[src/design/pai_pkg.sv]
// ----------------------------------------------------------------------------
// pai_pkg
// Shared types, widths, register codes and the EMA coefficient table of the
// price average indicators block.
// ----------------------------------------------------------------------------
package pai_pkg;

  // Field and arithmetic widths
  localparam int PRICE_W     = 32;
  localparam int QUOT_W      = 32;
  localparam int QUOT_CNT_W  = $clog2(QUOT_W);
  localparam int COEF_W      = 16;
  localparam int PROD_W      = PRICE_W + COEF_W;
  localparam int MACD_W      = 33;
  localparam int ONE_Q16     = 65536;
  localparam int ROUND_HALF  = 32768;
  localparam int EMA_COUNT   = 3;
  localparam int EMA_SEL_W   = 2;

  // Stream and configuration port widths
  localparam int IN_TDATA_W  = 32;
  localparam int OUT_TDATA_W = 200;
  localparam int CFG_ADDR_W  = 3;
  localparam int CFG_DATA_W  = 11;
  localparam int LWIN_CFG_W  = 11;
  localparam int SWIN_CFG_W  = 8;
  localparam int PERIOD_W    = 8;

  // Default ring depths
  localparam int LONG_DEPTH_DEF  = 1024;
  localparam int SHORT_DEPTH_DEF = 128;

  // Register reset values
  localparam logic [LWIN_CFG_W-1:0] LONG_WINDOW_RST  = 11'd1000;
  localparam logic [SWIN_CFG_W-1:0] SHORT_WINDOW_RST = 8'd100;
  localparam logic [PERIOD_W-1:0]   PERIOD_A_RST     = 8'd9;
  localparam logic [PERIOD_W-1:0]   PERIOD_B_RST     = 8'd12;
  localparam logic [PERIOD_W-1:0]   PERIOD_C_RST     = 8'd26;

  // Register indexes on the configuration port
  typedef enum logic [CFG_ADDR_W-1:0] {
    REG_LONG_WINDOW  = 3'd0,
    REG_SHORT_WINDOW = 3'd1,
    REG_PERIOD_A     = 3'd2,
    REG_PERIOD_B     = 3'd3,
    REG_PERIOD_C     = 3'd4
  } cfg_reg_t;

  // Controller to datapath commands
  typedef struct packed {
    logic capture;
    logic update;
    logic out_load;
  } cmd_t;

  // Datapath to controller status
  typedef struct packed {
    logic div_done;
    logic ema_done;
  } status_t;

  // Result item, last field in the lowest bits
  typedef struct packed {
    logic [4:0]               pad;
    logic                     short_full;
    logic                     long_full;
    logic signed [MACD_W-1:0] macd_value;
    logic [PRICE_W-1:0]       ema_c;
    logic [PRICE_W-1:0]       ema_b;
    logic [PRICE_W-1:0]       ema_a;
    logic [PRICE_W-1:0]       short_mean;
    logic [PRICE_W-1:0]       long_mean;
  } out_item_t;

  // EMA coefficient k = round(65536 / (period + 1)), period zero taken as one
  typedef logic [COEF_W-1:0] k_table_t [256];

  function automatic k_table_t build_k_table();
    k_table_t   tbl;
    logic [17:0] num;
    logic [17:0] den;
    logic [17:0] rem;
    logic [17:0] quo;
    for (int p = 0; p < 256; p++) begin
      den = (p == 0) ? 18'd2 : 18'(p + 1);
      num = 18'(ONE_Q16) + (den >> 1);
      rem = '0;
      quo = '0;
      // Long division by repeated compare and subtract
      for (int b = 17; b >= 0; b--) begin
        rem = {rem[16:0], num[b]};
        if (rem >= den) begin
          rem    = rem - den;
          quo[b] = 1'b1;
        end
      end
      tbl[p] = quo[COEF_W-1:0];
    end
    return tbl;
  endfunction

  localparam k_table_t K_TABLE = build_k_table();

endpackage

[src/design/pai_ctrl.sv]
// ----------------------------------------------------------------------------
// pai_ctrl
// Controller: takes a request, runs the window update, waits for the means
// and EMAs, and hands the result to the output register.
// ----------------------------------------------------------------------------
module pai_ctrl (
  input  logic              clk,
  input  logic              rst_n,
  input  logic              in_tvalid,
  output logic              in_tready,
  output logic              out_tvalid,
  input  logic              out_tready,
  input  pai_pkg::status_t  status,
  output pai_pkg::cmd_t     cmd
);

  import pai_pkg::*;

  typedef enum logic [2:0] {
    ST_IDLE   = 3'b001,
    ST_UPDATE = 3'b010,
    ST_RUN    = 3'b100
  } state_t;

  state_t state_r;
  state_t state_nxt;
  logic   out_valid_r;
  logic   out_valid_nxt;

  // Next state and commands
  always_comb begin
    state_nxt    = state_r;
    cmd          = '0;
    case (state_r)
      ST_IDLE: begin
        if (in_tvalid) begin
          cmd.capture = 1'b1;
          state_nxt   = ST_UPDATE;
        end
      end
      ST_UPDATE: begin
        cmd.update = 1'b1;
        state_nxt  = ST_RUN;
      end
      ST_RUN: begin
        if (status.div_done && status.ema_done && (!out_valid_r || out_tready)) begin
          cmd.out_load = 1'b1;
          state_nxt    = ST_IDLE;
        end
      end
      default: begin
        state_nxt = ST_IDLE;
      end
    endcase
  end

  // Output valid: set on load, drop when taken
  always_comb begin
    if (cmd.out_load) begin
      out_valid_nxt = 1'b1;
    end else if (out_tready) begin
      out_valid_nxt = 1'b0;
    end else begin
      out_valid_nxt = out_valid_r;
    end
  end

  always_ff @(posedge clk) begin
    if (!rst_n) begin
      state_r     <= ST_IDLE;
      out_valid_r <= 1'b0;
    end else begin
      state_r     <= state_nxt;
      out_valid_r <= out_valid_nxt;
    end
  end

  assign in_tready  = (state_r == ST_IDLE);
  assign out_tvalid = out_valid_r;

endmodule

[config.mk]
export PLATFORM = sky130hd
export DESIGN_NAME = pai_ctrl
export DESIGN_NICKNAME = d
export VERILOG_FILES = /design/src/design/pai_pkg.sv /design/src/design/pai_ctrl.sv
export SDC_FILE = /design/constraint.sdc
export NUM_CORES = 1
export LEC_CHECK = 0
export BUFFER_PORTS_ARGS = -buffer_cell sky130_fd_sc_hd__buf_2
export CORE_AREA = 3 3 40 42
export DETAILED_ROUTE_END_ITERATION = 8
export DIE_AREA = 0 0 43 45
export PLACE_DENSITY_LB_ADDON = 0.15
export SYNTH_ARGS = -nofsm -noshare
export SYNTH_HDL_FRONTEND = slang
export SYNTH_SLANG_ARGS = --single-unit
[constraint.sdc]
create_clock -name clk -period 1.1 [get_ports clk]
set_input_delay 0 -clock clk [delete_from_list [all_inputs] [get_ports clk]]
set_output_delay 0 -clock clk [all_outputs]
set_load 0.005 [all_outputs]
==> metrics.log <==
[metrics] instance count of the mapped netlist: 21
[metrics] WL/cell: just over 9 um
[metrics] type of the worst min-delay path: primary input to flop
[metrics] reg-to-reg startpoint: state_r[0]
[metrics] Setup WS post-layout: -0.205 ns
[metrics] unrepaired setup endpoints after global routing: yes
[metrics] total global routing track utilization: 0.0575
[metrics] pre-CTS worst setup slack: -0.0384 ns
[metrics] standard-cell rows: 13
[metrics] worst slew margin relative to its limit: 0.885
[metrics] Core Util, Final: 0.262
[metrics] area of the mapped netlist: between 150 and 200 sq um
[metrics] maximum number of pins on one net before global-route repair: 5
[metrics] vias in the first global route: roughly 190
[metrics] total CTS buffers: 3
[metrics] Max Root-Sink Buffers: 2
[metrics] detailed-route wire length: 473 um
[metrics] final total power: roughly 390 uW
[metrics] number of standard cells in the final layout excluding fillers: 52
[metrics] wire length of the first global-routing pass: a little over 700 um
[metrics] count of antenna diodes in the layout: 0
[metrics] DR iter-0 viols: 0
[metrics] clock slew at reported path FFs: 0.04 ns
[metrics] worst-case hold path end point: out_tvalid
[metrics] static leakage power: 0.166 nW
[metrics] reg2reg path depth: 5
[metrics] largest clock skew in the final design: ~0.0041 ns
[metrics] DRC violations left: 0
[metrics] max-slew violations: 0
[metrics] worst-case hold slack: 0.00923 ns
[metrics] number of nets at the end of the flow: 45
[metrics] Top Ports: 11
[metrics] number of hold violations in the final report: 0
[metrics] worst min-delay path startpoint: rst_n
[metrics] Cells after DPL: 48
[metrics] Clock H-tree levels: 1
[metrics] count of max-cap constraint violations: 0
[metrics] Initial Util: 0.155
[metrics] worst flop-to-flop path endpoint: out_tvalid
[metrics] Peak Freq: 766 MHz
[metrics] die width: ~43 um
[metrics] Pwr Density: 1150 mW/mm^2
[metrics] initial antenna violation count: 0
[metrics] remaining antenna violation count: 0
[metrics] number of detailed-route iterations in the first pass: 1
[metrics] Worst Max-Slew Pin Slew: 0.173 ns
[metrics] Crit Path Class: flop to output port
[metrics] Congestion Overflow GR: 0
[metrics] Seq cells post-synth: 4
[metrics] sort of element at the start of the critical path: flop
[metrics] number of synthesis warnings: 0
[metrics] crit-path max FO: 2
[metrics] die height: 45 um
[metrics] failing checks: negative setup slack
[metrics] Avg Synthesized Cell Area: 9.47 sq um
[metrics] fin crit period: 1.30 ns
[metrics] total nets after synthesis: 27
[metrics] Post-CTS Hold Buffers: 0
[metrics] count of port buffers added during placement: 10
[metrics] final standard cell area without fillers: 337 sq um
[metrics] worst ir drop on vdd: 0.000408 V
[metrics] layout cell share with drive strength beyond 1: 0.676
[metrics] standard cell core area: 0.00128 sq mm
[metrics] DP HPWL: 388 um
[metrics] root buffer selected by CTS: sky130_fd_sc_hd__clkbuf_4
[metrics] sort of element at the end of the critical path: output port
[metrics] CP Data Required Time: 1.10 ns
[metrics] drt via density: 3.67
[metrics] setup slack of the worst register-to-register path: -0.11 ns
[metrics] arrival time worst endpoint: 1.30 ns
[metrics] number of distinct library cell variants in the gate-level netlist after synthesis: 15
[metrics] share of the cycle needed by the critical path after routing: 1.19
[metrics] setup TNS: -0.385 ns
[metrics] number of cells traversed by the worst hold path: 2
[metrics] total of endpoints with negative setup slack in the final report: 4
[metrics] result of the run: finished, violations left
[metrics] count of vias placed by the detailed router: 191
[metrics] Sink Count: 4
[metrics] CTS tree: done
[metrics] Syn-to-layout area delta: 69.2%
[metrics] area of placed instances: around 280 sq um
[metrics] latest clock arrival within the worst-skew pair: 0.23 ns
[metrics] part of the Yosys area used for sequential elements: 0.403
[metrics] Placer Congestion: slightly below 0.7
[metrics] DIE AREA: just under 0.002 sq mm
==> final cells by class <==
| cell class | instances | area (sq um) |
|---|---|---|
| Multi-Input combinational cell | 14 | 113 |
| Clock buffer | 3 | 22.5 |
| Tap cell | 15 | 18.8 |
| Inverter | 1 | 3.75 |
| Fill cell | 144 | 948 |
| Timing Repair Buffer | 15 | 95.1 |
| Sequential cell | 4 | 83.8 |
==> cells in the final DEF (no fill, tap or decap), drive strengths merged <==
cell type	instances
and4bb	1
nor2	2
nor3b	1
o21bai	1
a21bo	1
a21boi	1
clkbuf	3
and2	1
buf	15
inv	1
o21a	1
dfxtp	4
and2b	1
nand2	2
or3b	1
nor3	1
==> worst max-delay path by stage <==
stage	startpoint	to	slack, ns	cells after the start
floorplan	state_r[0]	state_r[0]	-0.03	3
global placement	state_r[0]	state_r[0]	-0.02	3
detailed placement	state_r[0]	state_r[0]	-0.04	3
CTS	state_r[0]	cmd[0]	-0.22	4
global route	state_r[0]	cmd[0]	-0.26	4
finish	state_r[0]	cmd[0]	-0.20	4
==> synth_stat cells <==
library cell / number / area (sq um)
sky130_fd_sc_hd__nor3_2: 1 / 10.0
sky130_fd_sc_hd__and4bb_2: 1 / 12.5
sky130_fd_sc_hd__dfxtp_1: 4 / 80.1
sky130_fd_sc_hd__and2b_1: 1 / 7.51
sky130_fd_sc_hd__a21bo_1: 1 / 10.0
sky130_fd_sc_hd__buf_4: 2 / 15.0
sky130_fd_sc_hd__nor3b_1: 1 / 7.51
sky130_fd_sc_hd__and2_1: 1 / 6.26
sky130_fd_sc_hd__o21bai_1: 1 / 7.51
sky130_fd_sc_hd__o21a_1: 1 / 7.51
sky130_fd_sc_hd__or3b_1: 1 / 8.76
sky130_fd_sc_hd__a21boi_1: 1 / 7.51
sky130_fd_sc_hd__inv_1: 1 / 3.75
sky130_fd_sc_hd__nand2_1: 2 / 7.51
sky130_fd_sc_hd__nor2_1: 2 / 7.51
==> what timing repair did <==
action | in CTS | in global routing
gates cloned | 0 | 0
pin swaps | 3 | 2
setup endpoints to repair | 4 | 5
resized for setup | 4 | 3
buffers inserted | 1 | 0
==> layer usage <==
metal / vias up / part of all wire / track usage
met3: 0 / 0.070 / 0.0279
li1: 101 / - / -
met5: - / 0 / 0
met2: 6 / 0.56 / 0.0928
met4: 0 / 0 / 0.0904
met1: 84 / 0.37 / 0.0386
==> state kept, by name (all words and copies together) (netlist names) <==
register,count
state_r,3
out_tvalid,1
==> critical path, stage by stage, from the launching register on <==
cell	delay [ns]
sky130_fd_sc_hd__dfxtp_2	0.31
sky130_fd_sc_hd__or3b_4	0.39
sky130_fd_sc_hd__buf_6	0.12
sky130_fd_sc_hd__nor3_4	0.11
sky130_fd_sc_hd__buf_2	0.14
==> where the power goes <==
part / internal [mW] / leakage [nW] / switching (mW)
logic: 0.0324 / 0.119 / 0.0211
clock network: 0.122 / 0.0138 / 0.0570
registers: 0.153 / 0.0332 / 0.00329
==> cells by family (layout without fill, tap and decap cells) <==
logic type | Yosys count | after routing | synth area share
AOI/OAI and AO/OA | 4 | 4 | 0.164
buffers and inverters | 3 | 19 | 0.0943
DFF | 4 | 4 | 0.403
and+or+nand+nor | 10 | 10 | 0.340
Power figures use the tool's default switching activity.
